**config.mk**
```make
export PLATFORM = sky130hd
export DESIGN_NAME = wrwpr_ctrl
export DESIGN_NICKNAME = d
export VERILOG_FILES = /design/src/wrwpr_pkg.sv /design/src/wrwpr_ctrl.sv
export SDC_FILE = /design/constraint.sdc
export NUM_CORES = 1
export LEC_CHECK = 0
export BUFFER_PORTS_ARGS = -buffer_cell sky130_fd_sc_hd__buf_2
export CAP_MARGIN = 20
export CORE_AREA = 2 2 39 41
export DETAILED_ROUTE_END_ITERATION = 10
export DIE_AREA = 0 0 41 43
export GPL_TIMING_DRIVEN = 0
export PLACE_DENSITY = 0.69
export REMOVE_ABC_BUFFERS = 1
export SLEW_MARGIN = 40
export SYNTH_ARGS = -nofsm -noshare
export SYNTH_HDL_FRONTEND = slang
export SYNTH_SLANG_ARGS = --single-unit
export TNS_END_PERCENT = 5
```
**constraint.sdc**
```tcl
create_clock -name clk -period 3 [get_ports clk]
set_input_delay 0.3 -clock clk [delete_from_list [all_inputs] [get_ports clk]]
set_output_delay 0.3 -clock clk [all_outputs]
set_load 0.02 [all_outputs]
```
**src/wrwpr_pkg.sv**
```systemverilog
package wrwpr_pkg;

  // Sizing of the graph storage.
  localparam int MAX_VERTICES = 64;
  localparam int COUNT_BITS   = 32;
  localparam int VERTEX_BITS  = $clog2(MAX_VERTICES);
  localparam int N_BITS       = $clog2(MAX_VERTICES + 1);
  localparam int ADDR_BITS    = 2 * VERTEX_BITS;

  // Field and register widths.
  localparam int CMD_BITS       = 3;
  localparam int IDX_BITS       = 6;
  localparam int POS_BITS       = 6;
  localparam int IN_WEIGHT_BITS = 16;
  localparam int WEIGHT_BITS    = 14;
  localparam int DRAW_BITS      = 16;
  localparam int VCOUNT_BITS    = 7;
  localparam int THRESH_BITS    = 17;
  localparam int VISIT_BITS     = 32;
  localparam int CFG_DATA_BITS  = 17;
  localparam int CFG_INDEX_BITS = 1;
  localparam int TOTAL_BITS     = WEIGHT_BITS + VERTEX_BITS;
  localparam int TARGET_BITS    = TOTAL_BITS + DRAW_BITS;
  localparam int JPROD_BITS     = DRAW_BITS + N_BITS;

  // Weight code that marks a missing edge.
  localparam logic [WEIGHT_BITS-1:0] NO_EDGE = WEIGHT_BITS'(9999);

  // Register reset values.
  localparam logic [VCOUNT_BITS-1:0] VCOUNT_RESET = VCOUNT_BITS'(1);
  localparam logic [THRESH_BITS-1:0] THRESH_RESET = THRESH_BITS'(6554);

  // Configuration register indexes.
  typedef enum logic [CFG_INDEX_BITS-1:0] {
    CFG_VERTEX_COUNT = 1'b0,
    CFG_TELEPORT     = 1'b1
  } cfg_reg_t;

  // Command codes.
  typedef enum logic [CMD_BITS-1:0] {
    OP_WRITE_EDGE = 3'd0,
    OP_SET_POS    = 3'd1,
    OP_WALK       = 3'd2,
    OP_READ_COUNT = 3'd3,
    OP_READ_EDGE  = 3'd4
  } op_t;

  // Controller states.
  typedef enum logic [3:0] {
    ST_CLEAR,
    ST_IDLE,
    ST_DISPATCH,
    ST_WRITE_REV,
    ST_SUM,
    ST_PROD,
    ST_SELECT,
    ST_JUMP_MUL,
    ST_JUMP_DEST,
    ST_COUNT_RD,
    ST_COUNT_WR,
    ST_EMIT
  } state_t;

  // Commands from the controller to the datapath.
  typedef struct packed {
    logic clear_en;
    logic load;
    logic write_fwd;
    logic write_rev;
    logic set_pos;
    logic scan_start;
    logic scan_select;
    logic load_target;
    logic jump_mul;
    logic jump_dest;
    logic count_peek;
    logic count_rd;
    logic count_wr;
    logic edge_rd;
    logic emit;
  } dp_ctl_t;

  // Status from the datapath to the controller.
  typedef struct packed {
    logic clear_done;
    op_t  op;
    logic both;
    logic move_go;
    logic scan_done;
    logic total_zero;
    logic found;
  } dp_stat_t;

endpackage

```
**src/wrwpr_ctrl.sv**
```systemverilog
module wrwpr_ctrl (
  input  logic                clk,
  input  logic                rst,
  input  logic                start,
  input  wrwpr_pkg::dp_stat_t stat,
  output logic                busy,
  output wrwpr_pkg::dp_ctl_t  ctl
);

  wrwpr_pkg::state_t state;
  wrwpr_pkg::state_t state_next;

  // State register.
  always_ff @(posedge clk) begin
    if (rst) begin
      state <= wrwpr_pkg::ST_CLEAR;
    end else begin
      state <= state_next;
    end
  end

  // Next state.
  always_comb begin
    state_next = state;
    unique case (state)
      wrwpr_pkg::ST_CLEAR: begin
        if (stat.clear_done) state_next = wrwpr_pkg::ST_IDLE;
      end
      wrwpr_pkg::ST_IDLE: begin
        if (start) state_next = wrwpr_pkg::ST_DISPATCH;
      end
      wrwpr_pkg::ST_DISPATCH: begin
        case (stat.op)
          wrwpr_pkg::OP_WRITE_EDGE: begin
            state_next = stat.both ? wrwpr_pkg::ST_WRITE_REV : wrwpr_pkg::ST_EMIT;
          end
          wrwpr_pkg::OP_WALK: begin
            state_next = stat.move_go ? wrwpr_pkg::ST_SUM : wrwpr_pkg::ST_JUMP_MUL;
          end
          default: begin
            state_next = wrwpr_pkg::ST_EMIT;
          end
        endcase
      end
      wrwpr_pkg::ST_WRITE_REV: state_next = wrwpr_pkg::ST_EMIT;
      wrwpr_pkg::ST_SUM: begin
        if (stat.scan_done) begin
          state_next = stat.total_zero ? wrwpr_pkg::ST_JUMP_MUL : wrwpr_pkg::ST_PROD;
        end
      end
      wrwpr_pkg::ST_PROD: state_next = wrwpr_pkg::ST_SELECT;
      wrwpr_pkg::ST_SELECT: begin
        if (stat.scan_done) begin
          state_next = stat.found ? wrwpr_pkg::ST_COUNT_RD : wrwpr_pkg::ST_JUMP_MUL;
        end
      end
      wrwpr_pkg::ST_JUMP_MUL:  state_next = wrwpr_pkg::ST_JUMP_DEST;
      wrwpr_pkg::ST_JUMP_DEST: state_next = wrwpr_pkg::ST_COUNT_RD;
      wrwpr_pkg::ST_COUNT_RD:  state_next = wrwpr_pkg::ST_COUNT_WR;
      wrwpr_pkg::ST_COUNT_WR:  state_next = wrwpr_pkg::ST_EMIT;
      wrwpr_pkg::ST_EMIT:      state_next = wrwpr_pkg::ST_IDLE;
      default:                 state_next = wrwpr_pkg::ST_CLEAR;
    endcase
  end

  // Datapath commands.
  always_comb begin
    ctl  = '0;
    busy = (state != wrwpr_pkg::ST_IDLE);
    unique case (state)
      wrwpr_pkg::ST_CLEAR: ctl.clear_en = 1'b1;
      wrwpr_pkg::ST_IDLE:  ctl.load = start;
      wrwpr_pkg::ST_DISPATCH: begin
        case (stat.op)
          wrwpr_pkg::OP_WRITE_EDGE: ctl.write_fwd = 1'b1;
          wrwpr_pkg::OP_SET_POS:    ctl.set_pos = 1'b1;
          wrwpr_pkg::OP_WALK:       ctl.scan_start = stat.move_go;
          wrwpr_pkg::OP_READ_COUNT: ctl.count_peek = 1'b1;
          wrwpr_pkg::OP_READ_EDGE:  ctl.edge_rd = 1'b1;
          default: begin
          end
        endcase
      end
      wrwpr_pkg::ST_WRITE_REV: ctl.write_rev = 1'b1;
      wrwpr_pkg::ST_SUM: begin
      end
      wrwpr_pkg::ST_PROD: begin
        ctl.load_target = 1'b1;
        ctl.scan_start  = 1'b1;
        ctl.scan_select = 1'b1;
      end
      wrwpr_pkg::ST_SELECT: begin
      end
      wrwpr_pkg::ST_JUMP_MUL:  ctl.jump_mul = 1'b1;
      wrwpr_pkg::ST_JUMP_DEST: ctl.jump_dest = 1'b1;
      wrwpr_pkg::ST_COUNT_RD:  ctl.count_rd = 1'b1;
      wrwpr_pkg::ST_COUNT_WR:  ctl.count_wr = 1'b1;
      wrwpr_pkg::ST_EMIT:      ctl.emit = 1'b1;
      default: begin
      end
    endcase
  end

endmodule

```
==> parameters.txt, run 1 <==
Parameter                              Value

Drt
  Via count    626
  Detailed Routing Iterations Pass 1    4
  Total routed wirelength    1260 µm
  Drt initial violations    11
  Post-DR vias/cell    5.69
  Antenna Nets Post-Route    0
  Number of remaining DRC errors    0
  Routed length per placed instance    11.5 µm

Timing
  Maximum achievable frequency    498 MHz
  Worst max-slew margin expressed relative to the limit    64.8%
  Layout Skew    0.00180 ns
  RSZ-0062 raised after global routing    no
  Setup-failing EPs final    0
  Final Hold Viols    0
  Fraction of the cycle the final worst path needs    66.9%
  Slew Limit Fails    0
  Final setup TNS    0 ns
  Worst-margin pin slew    0.527 ns
  Post-layout minimum cycle time    2.01 ns

Floorplanning
  Row cnt    14
  Starting Density    35.4%
  Die span in y    43 µm
  Area of the die    1760 µm²
  Horizontal die dimension    41 µm
  Ports placed on the boundary    28
  Total core area    1380 µm²

Yosys
  Yosys synthesis warning count    0
  Count of state elements after synthesis    4
  Post-synthesis compound-gate area fraction    26.3%
  Number of instances in the synthesized netlist    71
  Top FF cell, synth    sky130_fd_sc_hd__dfxtp_1
  Number of distinct library cells after synthesis    34
  Synth Area in Simple Gates    42.1%
  Adder and majority gate portion of the synthesized area    0%
  Cell area after technology mapping    490 µm²
  XOR/XNOR Fraction of Synth Area    0%
  Share of flip-flops with an asynchronous set or reset    0%
  Share of synthesized area spent on multiplexers    4.34%
  EDFF count, synth    0
  Sequential fraction of the synthesis area    16.3%
  Average cell area after synthesis    6.91 µm²
  Largest family of logic cells by synthesized area    simple AND/OR/NAND/NOR gates

Finish
  Register ranked first by flip-flop count    state
  Largest registers    state x4
  Number of standard cells in the final layout excluding fillers    110
  Flip-flop count of the largest register, all copies and words added    4
  Layout Nets    108
  Area growth from synthesis to layout    26.8%
  Final instance area    622 µm²
  Share of post-route cells with drive strength above 1    35.1%
  Total inserted antenna cells    0

Placement
  IO Port Bufs    27
  Area after detailed placement    599 µm²
  Number of cells after detailed placement    107
  HPWL after detailed placement    954 µm
  Routability congestion estimate    0.773

Flow run
  Count of max-cap constraint violations    0

Status
  Outcome    finished, final reports clean

Clocking
  TritonCTS sink count    4
  Root buffer cell    sky130_fd_sc_hd__clkbuf_4
  Clock input transition at the sequential cells of the worst setup and hold paths    0.04 ns
  Count of H-tree levels built during CTS    1
  Clock buffers created by TritonCTS    3
  Hold-fix buffers, CTS    0
  Number of instances resized during post-cts repair    0
  Buffer depth of the longest clock path    2
  Clock tree from TritonCTS    built
  Post-CTS setup buffer count    0
  Source-to-sink clock delay at the later pin of the worst-skew pair    0.23 ns

Power
  Net Sw Frac    46.9%
  Maximum vdd ir drop    0.000194 V
  Clock share of power    18.4%
  Power density over the cells    580 nW/µm²
  Leakage power    0.000279 µW
  Cell internal pwr    192 µW
  Part of the power in registers    29.3%
  Combinational share of power    52.4%
  Switching component of the power    169 µW

Global routing
  Global-route wire length before repair    1950 µm
  Met3 Resource Use GR    1.57%
  Met1 Usage GRT    17.0%
  Vias in the first global route    508
  Routing layer with the top usage in global route    met2
  Pin count of the biggest net entering global routing    18
  Met2 routing resource usage after global routing    27.2%
  Remaining global-route overflow    0
  Combined global-route utilization of all metal layers    15.2%
  Number of antenna violations at the first check in global routing    0

Worst setup path
  Critical-path cell list    nor2b_1 -> a22oi_1 -> nor2_1 -> buf_2
  Setup CP Type    reg -> out
  CP startpoint kind    flop
  Largest incremental delay on the critical path    0.64 ns
  Crit path max-delay cell type    sky130_fd_sc_hd__dfxtp_1
  Crit-path max FO    17
  Required time at the worst-slack endpoint    2.70 ns
  CP delay by family, top    flip-flops
  Critical Path End Type    primary output
  CP bufs+invs    1
  Worst Path Arrival    1.71 ns

Hold path
  Worst Hold Class    in -> reg
==> metrics by stage <==
stage	power [µW]	hold slack (ns)	setup WS (ns)	utilization [%]
finish	361	0.311	0.994	44.9
global route	391	0.317	0.814	44.9
CTS	362	0.307	0.995	44.9
detailed placement	295	0.540	1.25	43.3
global placement	293	0.544	1.27	43.3
floorplan	237	0.369	1.32	-
==> final timing paths <==
check,cells past startpoint,endpoint,slack [ns],startpoint
worst min register to register,3,state[2],0.77,state[0]
worst min-delay path,2,state[1],0.31,rst
worst max-delay path,4,ctl[9],0.99,state[0]
worst max register to register,4,state[1],1.33,state[0]
==> synth_stat cells, types with 2 or more instances <==
cell type / number / share of area, %
sky130_fd_sc_hd__nor3b_1: 2 / 3.1
sky130_fd_sc_hd__nor2_1: 14 / 11
sky130_fd_sc_hd__dfxtp_1: 4 / 16
sky130_fd_sc_hd__buf_2: 4 / 4.1
sky130_fd_sc_hd__nor3_1: 5 / 5.1
sky130_fd_sc_hd__nand2_1: 4 / 3.1
sky130_fd_sc_hd__o21bai_1: 2 / 3.1
sky130_fd_sc_hd__buf_4: 2 / 3.1
sky130_fd_sc_hd__nor4_1: 2 / 2.6
sky130_fd_sc_hd__o21ai_0: 2 / 2.0
sky130_fd_sc_hd__nand2b_1: 3 / 3.8
sky130_fd_sc_hd__and4b_1: 2 / 4.1
sky130_fd_sc_hd__inv_1: 2 / 1.5
sky130_fd_sc_hd__nand3b_1: 2 / 3.1
sky130_fd_sc_hd__a21oi_1: 2 / 2.0
==> layer usage <==
metal	vias to the layer above	routed length, µm
li1	312	-
met1	287	552
met2	25	625
met3	2	72
met4	0	14
met5	-	0
==> power groups by stage <==
stage                     registers (µW)  logic (µW)  clock network, µW
after global routing                 111         210               70.1
after CTS                            106         189               66.9
after floorplan                     95.0         142                  0
after global placement               107         187                  0
final                                106         189               66.3
after detailed placement             107         188                  0
==> layout by cell type (no fill, tap or decap), drive strengths merged, types with 2 or more instances in the layout <==
cell type,n
nand3b,2
a2111oi,2
o21ai,2
nand2,4
nor3b,2
clkbuf,3
dfxtp,4
a21oi,2
nor4,2
nand2b,3
nor3,5
nor2,14
o21bai,2
and4b,2
buf,27
inv,2
==> cells by family after synthesis <==
kind of cell | after synthesis
DFF | 4
buffers and inverters | 9
AOI/OAI and AO/OA | 17
and+or+nand+nor | 39
muxes | 2
==> layout make-up <==
| cell class | count | area (µm²) |
|---|---|---|
| well taps | 16 | 20.0 |
| repair buffers | 27 | 135 |
| flip-flops and latches | 4 | 80.1 |
| multi-input cells | 58 | 357 |
| fillers | 143 | 762 |
| clock buffers | 3 | 22.5 |
| inverters | 2 | 7.51 |
Power figures use the tool's default switching activity.
==> run 2: changes to the inputs <==
--- a/config.mk
+++ b/config.mk
@@ -7,11 +7,11 @@
 export LEC_CHECK = 0
 export BUFFER_PORTS_ARGS = -buffer_cell sky130_fd_sc_hd__buf_2
 export CAP_MARGIN = 20
-export CORE_AREA = 2 2 39 41
+export CORE_MARGIN = 2
+export CORE_UTILIZATION = 37
 export DETAILED_ROUTE_END_ITERATION = 10
-export DIE_AREA = 0 0 41 43
 export GPL_TIMING_DRIVEN = 0
-export PLACE_DENSITY = 0.69
+export PLACE_DENSITY = 0.72
 export REMOVE_ABC_BUFFERS = 1
 export SLEW_MARGIN = 40
 export SYNTH_ARGS = -nofsm -noshare
==> constraint.sdc (replaced) <==
create_clock -name clk -period 1.8 [get_ports clk]
set_input_delay 0.18 -clock clk [delete_from_list [all_inputs] [get_ports clk]]
set_output_delay 0.18 -clock clk [all_outputs]
set_load 0.02 [all_outputs]
==> run 2 against run 1 <==
  * Die area decreased by 7.4%
  * Sequential cell count is the same
  * First-iteration DRC count unchanged
  * Via count down 4.3%
  * Core utilization up 4.7 points
  * Clock power is 66% higher
  * Hold slack worse by 0.14 ns
  * Largest cell class unchanged
  * Largest power group unchanged
==> parameters.txt, run 2 (synthesized netlist as in run 1, its figures left out) <==
Parameter                              Value

Timing
  Layout Skew    0.00227 ns (+0.000472 ns)
  Final setup TNS    0 ns (unchanged)
  Worst max-slew margin expressed relative to the limit    66.4% (+1.6 points)
  Slew Limit Fails    0 (unchanged)
  Maximum achievable frequency    617 MHz
  Fraction of the cycle the final worst path needs    90.0%
  RSZ-0062 raised after global routing    no
  Worst-margin pin slew    0.503 ns (-0.0241 ns)
  Final Hold Viols    0 (unchanged)
  Setup-failing EPs final    0 (unchanged)
  Post-layout minimum cycle time    1.62 ns
  Worst hold margin    0.173 ns (-0.139 ns)

Finish
  Count of fill cells added during filler insertion    135 (-5.6%)
  Register ranked first by flip-flop count    state
  Top library cells by usage in the layout, fill and taps aside    sky130_fd_sc_hd__buf_2 (27), sky130_fd_sc_hd__nor2_1 (13), sky130_fd_sc_hd__nor3_1 (5)
  Final instance area    629 µm² (+1.2%)
  Total inserted antenna cells    0 (unchanged)
  Most common library cell in the layout ignoring fill and taps    sky130_fd_sc_hd__buf_2
  Area growth from synthesis to layout    28.3%
  Flip-flop count of the largest register, all copies and words added    4 (unchanged)
  Layout Nets    108 (unchanged)
  Largest registers    state x4
  Utilization of the core after routing    49.6% (+4.7 points)
  Number of standard cells in the final layout excluding fillers    109 (-0.91%)
  Share of post-route cells with drive strength above 1    40.4% (+5.3 points)

Drt
  Routed length per placed instance    12.2 µm (+6.2%)
  Antenna Nets Post-Route    0 (unchanged)
  Number of remaining DRC errors    0 (unchanged)
  Detailed Routing Iterations Pass 1    4 (unchanged)
  Post-DR vias/cell    5.50 (-3.4%)
  Total routed wirelength    1330 µm (+5.2%)
  Drt initial violations    11 (unchanged)
  Via count    599 (-4.3%)

Worst setup path
  Number of cells traversed by the worst register-to-register path    4 (unchanged)
  Required time at the worst-slack endpoint    1.92 ns (-0.78 ns)
  CP bufs+invs    0 (-1)
  Crit-path max FO    14 (-3)
  CP delay by family, top    compound AO/OA/AOI/OAI gates
  Setup CP Type    reg -> reg
  Worst Path Arrival    1.74 ns (+0.03 ns)
  Reg-to-reg critical path endpoint    state[1]
  CP startpoint kind    flop
  Critical Path End Type    flop
  Largest incremental delay on the critical path    0.62 ns (-0.02 ns)
  FF-to-FF setup slack    0.18 ns (-1.15 ns)
  Startpoint of the lowest-slack register-to-register path    state[3]
  Crit path max-delay cell type    sky130_fd_sc_hd__dfxtp_1
  Critical-path cell list    nor3_1 -> a22o_1 -> a21boi_1 -> a2111oi_2

Floorplanning
  Row cnt    13 (-1)
  Starting Density    38.7% (+3.2 points)
  Horizontal die dimension    40.4 µm (-1.4%)
  Die span in y    40.4 µm (-6.0%)
  Ports placed on the boundary    28 (unchanged)
  Total core area    1270 µm² (-8.3%)
  Area of the die    1630 µm² (-7.4%)

Status
  Outcome    finished, final reports clean

Clocking
  Post-CTS setup buffer count    0 (unchanged)
  Hold-fix buffers, CTS    0 (unchanged)
  Clock buffers created by TritonCTS    3 (unchanged)
  Root buffer cell    sky130_fd_sc_hd__clkbuf_4
  Clock tree from TritonCTS    built
  Count of H-tree levels built during CTS    1 (unchanged)
  Buffer depth of the longest clock path    2 (unchanged)
  Source-to-sink clock delay at the later pin of the worst-skew pair    0.23 ns (about the same)
  Clock input transition at the sequential cells of the worst setup and hold paths    0.04 ns (about the same)
  TritonCTS sink count    4 (unchanged)

Global routing
  Global-route wire length before repair    2010 µm (+3.2%)
  Remaining global-route overflow    0 (unchanged)
  Number of antenna violations at the first check in global routing    0 (unchanged)
  Vias in the first global route    496 (-2.4%)
  Pin count of the biggest net entering global routing    18 (unchanged)
  Combined global-route utilization of all metal layers    17.9% (+2.7 points)

Flow run
  Count of max-cap constraint violations    0 (unchanged)

Placement
  IO Port Bufs    27 (unchanged)
  Area after detailed placement    598 µm² (-0.21%)
  Number of cells after detailed placement    106 (-0.93%)
  Routability congestion estimate    0.813 (+5.1%)
  HPWL after detailed placement    956 µm (+0.26%)

Power
  Leakage power    0.000282 µW (+0.92%)
  Power density over the cells    973 nW/µm² (+68%)
  Maximum vdd ir drop    0.000403 V (+110%)

Hold path
  Origin of the worst min-delay path    rst
  Capture endpoint of the worst hold path    state[1]
  Number of instances on the worst hold path    2 (unchanged)
  Worst Hold Class    in -> reg
run 2: worst reg2reg max path: cells and delay by family, from the launching register on:
| family | cells | cell delay, ns |
|---|---|---|
| simple gates | 1 | 0.12 |
| flops | 1 | 0.62 |
| compound gates | 3 | 0.76 |
run 2: per-layer routing:
layer,GRT usage [%],part of all wire [%]
met5,0,0
met4,0,0
met3,7.22,7.4
met2,32.5,44
met1,20.7,49
run 2: timing repair:
action                                 in CTS  in global routing
endpoints found under the hold margin       0                  0
resized for setup                           1                  4
setup endpoints to repair                   2                  4
run 2: area by class of cell:
class	instances	area, µm²	share of cell area [%]
multi-input combinational	58	362	57.5
timing repair buffer	27	135	21.5
sequential	4	83.8	13.3
clock buffer	3	22.5	3.58
tap	15	18.8	2.98
inverter	2	7.51	1.19
run 2: power by group:
group / switching, µW / internal (µW) / total (µW)
clock: 35.9 / 74.5 / 110
sequential: 71.6 / 111 / 183
combinational: 179 / 140 / 319
run 2: stage by stage:
stage | worst slack (ns) | total power [µW]
after floorplan | 0.236 | 394
after global placement | 0.168 | 485
after detailed placement | 0.180 | 492
after CTS | 0.0197 | 609
after global routing | 0.0140 | 670
final | 0.180 | 612
run 2: how the worst max path moves through the flow:
stage	from	to	slack (ns)	cells past startpoint
final	state[3]	state[1]	0.18	4
after global routing	state[1]	ctl[1]	0.01	4
after CTS	state[1]	ctl[10]	0.02	4
after detailed placement	state[0]	ctl[9]	0.18	4
after global placement	state[0]	ctl[9]	0.17	4
after floorplan	state[1]	ctl[10]	0.24	3
==> run 3: changes to the inputs <==
--- a/config.mk
+++ b/config.mk
@@ -12,6 +12,7 @@
 export DETAILED_ROUTE_END_ITERATION = 10
 export GPL_TIMING_DRIVEN = 0
 export PLACE_DENSITY = 0.72
+export RECOVER_POWER = 25
 export REMOVE_ABC_BUFFERS = 1
 export SLEW_MARGIN = 40
 export SYNTH_ARGS = -nofsm -noshare
==> run 3 against run 2 <==
  * First-iteration DRC count is the same
  * Die area unchanged
  * Final cell count is the same
  * Global-route usage is the same
  * Non-clock buffer count unchanged
  * Combinational power about the same
  * Maximum frequency about the same
  * Largest power group unchanged
  * Clock power about the same
  * Register-to-register slack barely moved
  * Clock skew is the same
  * Critical path depth did not move
==> parameters.txt, run 3 (synthesized netlist as in run 1, its figures left out) <==
Parameter                              Value

Status
  Outcome    finished, final reports clean

Floorplanning
  Total core area    1270 µm² (unchanged)
  Starting Density    38.7% (unchanged)
  Ports placed on the boundary    28 (unchanged)
  Area of the die    1630 µm² (unchanged)
  Horizontal die dimension    40.4 µm (unchanged)
  Die span in y    40.4 µm (unchanged)
  Row cnt    13 (unchanged)

Timing
  Layout Skew    0.00227 ns (unchanged)
  Maximum achievable frequency    617 MHz (about the same)
  Final setup TNS    0 ns (unchanged)
  Post-layout minimum cycle time    1.62 ns (-0.000454 ns)
  Final setup margin    0.180 ns (+0.000454 ns)
  RSZ-0062 raised after global routing    no
  Setup-failing EPs final    0 (unchanged)
  Worst max-slew margin expressed relative to the limit    66.5% (about the same)
  Slew Limit Fails    0 (unchanged)
  Worst-margin pin slew    0.502 ns (-0.000540 ns)
  Final Hold Viols    0 (unchanged)
  Fraction of the cycle the final worst path needs    90.0% (about the same)

Clocking
  Buffer depth of the longest clock path    2 (unchanged)
  TritonCTS sink count    4 (unchanged)
  Root buffer cell    sky130_fd_sc_hd__clkbuf_4
  Clock input transition at the sequential cells of the worst setup and hold paths    0.04 ns (about the same)
  Clock buffers created by TritonCTS    3 (unchanged)
  Source-to-sink clock delay at the later pin of the worst-skew pair    0.23 ns (about the same)
  Count of H-tree levels built during CTS    1 (unchanged)
  Clock tree from TritonCTS    built

Drt
  Drt initial violations    11 (unchanged)
  Routed length per placed instance    12.3 µm (+0.45%)
  Total routed wirelength    1340 µm (+0.45%)
  Post-DR vias/cell    5.49 (-0.17%)
  Number of remaining DRC errors    0 (unchanged)
  Antenna Nets Post-Route    0 (unchanged)
  Via count    598 (-0.17%)
  Detailed Routing Iterations Pass 1    4 (unchanged)

Worst setup path
  Critical Path End Type    flop
  Crit path max-delay cell type    sky130_fd_sc_hd__dfxtp_1
  Crit-path max FO    14 (unchanged)
  CP startpoint kind    flop
  CP bufs+invs    0 (unchanged)
  CP delay by family, top    compound AO/OA/AOI/OAI gates
  Setup CP Type    reg -> reg
  Critical-path cell list    nor3_1 -> a22o_1 -> a21boi_1 -> a2111oi_2
  Largest incremental delay on the critical path    0.62 ns (about the same)
  Required time at the worst-slack endpoint    1.92 ns (about the same)
  Worst Path Arrival    1.74 ns (about the same)

Power
  Power density over the cells    974 nW/µm² (+0.11%)
  Maximum vdd ir drop    0.000403 V (about the same)
  Leakage power    0.000270 µW (-4.0%)
  Power, Total    609 µW (-0.48%)

Global routing
  Routing layer with the top usage in global route    met2
  Met1 Usage GRT    20.7% (unchanged)
  Combined global-route utilization of all metal layers    17.9% (unchanged)
  Global-route wire length before repair    2010 µm (unchanged)
  Vias in the first global route    496 (unchanged)
  Number of antenna violations at the first check in global routing    0 (unchanged)
  Met2 routing resource usage after global routing    32.5% (unchanged)
  Pin count of the biggest net entering global routing    18 (unchanged)
  Met3 Resource Use GR    7.22% (unchanged)
  Remaining global-route overflow    0 (unchanged)

Finish
  Number of standard cells in the final layout excluding fillers    109 (unchanged)
  Flip-flop count of the largest register, all copies and words added    4 (unchanged)
  Layout Nets    108 (unchanged)
  Largest registers    state x4
  Top library cells by usage in the layout, fill and taps aside    sky130_fd_sc_hd__buf_2 (24), sky130_fd_sc_hd__nor2_1 (13), sky130_fd_sc_hd__nor3_1 (5)
  Most common library cell in the layout ignoring fill and taps    sky130_fd_sc_hd__buf_2
  Total inserted antenna cells    0 (unchanged)
  Area growth from synthesis to layout    27.6%
  Share of post-route cells with drive strength above 1    37.2% (-3.2 points)
  Register ranked first by flip-flop count    state
  Final instance area    626 µm² (-0.60%)

Flow run
  Count of max-cap constraint violations    0 (unchanged)

Placement
  IO Port Bufs    27 (unchanged)
  Area after detailed placement    598 µm² (unchanged)
  Pre-CTS setup slack    0.180 ns (unchanged)
  HPWL after detailed placement    956 µm (unchanged)
  Routability congestion estimate    0.813 (unchanged)
  Number of cells after detailed placement    106 (unchanged)

Hold path
  Worst Hold Class    in -> reg
[run 3: changes by cell type in the layout (fill, tap and decap cells not counted), sizes merged]
cell    before  now
clkbuf       3    6
buf         27   24
[run 3: layout make-up]
type | instances | area (µm²)
fill | 137 | 643
multi-input combinational | 58 | 362
timing repair buffer | 27 | 131
sequential | 4 | 83.8
clock buffer | 3 | 22.5
tap | 15 | 18.8
inverter | 2 | 7.51
[run 3: repair_timing]
item                                    4_1_cts  5_1_grt
endpoints found under the setup margin        2        4
resized for setup                             1        4
buffers inserted                              0        0
hold buffers                                  0        0
hold endpoints to repair                      0        0
[run 3: where the power goes]
part / switching [µW] / leakage [µW] / internal, µW
logic: 180 / 0.000223 / 136
registers: 71.6 / 0.0000339 / 111
clock network: 35.9 / 0.0000138 / 74.5
total: 288 / 0.000270 / 322
[run 3: layer usage]
| metal | vias to the layer above | part of all wire, % |
|---|---|---|
| met5 | - | 0 |
| met1 | 265 | 49 |
| li1 | 309 | - |
| met4 | 0 | 0 |
| met3 | 0 | 7.2 |
| met2 | 24 | 43 |
[run 3: path summary, 6_finish.rpt]
| check | from | to | slack [ns] | cells after the start |
|---|---|---|---|---|
| worst min-delay path | rst | state[1] | 0.17 | 2 |
| worst min register to register | state[0] | state[2] | 0.66 | 3 |
| worst max-delay path | state[3] | state[1] | 0.18 | 4 |
| worst max register to register | state[3] | state[1] | 0.18 | 4 |
[run 3: metrics by stage]
stage          utilization, %  hold slack, ns
3_3_place_gp             47.1           0.418
6_report                 49.3           0.173
3_5_place_dp             47.1           0.416
2_1_floorplan               -           0.249
5_1_grt                  49.3           0.168
4_1_cts                  49.0           0.175
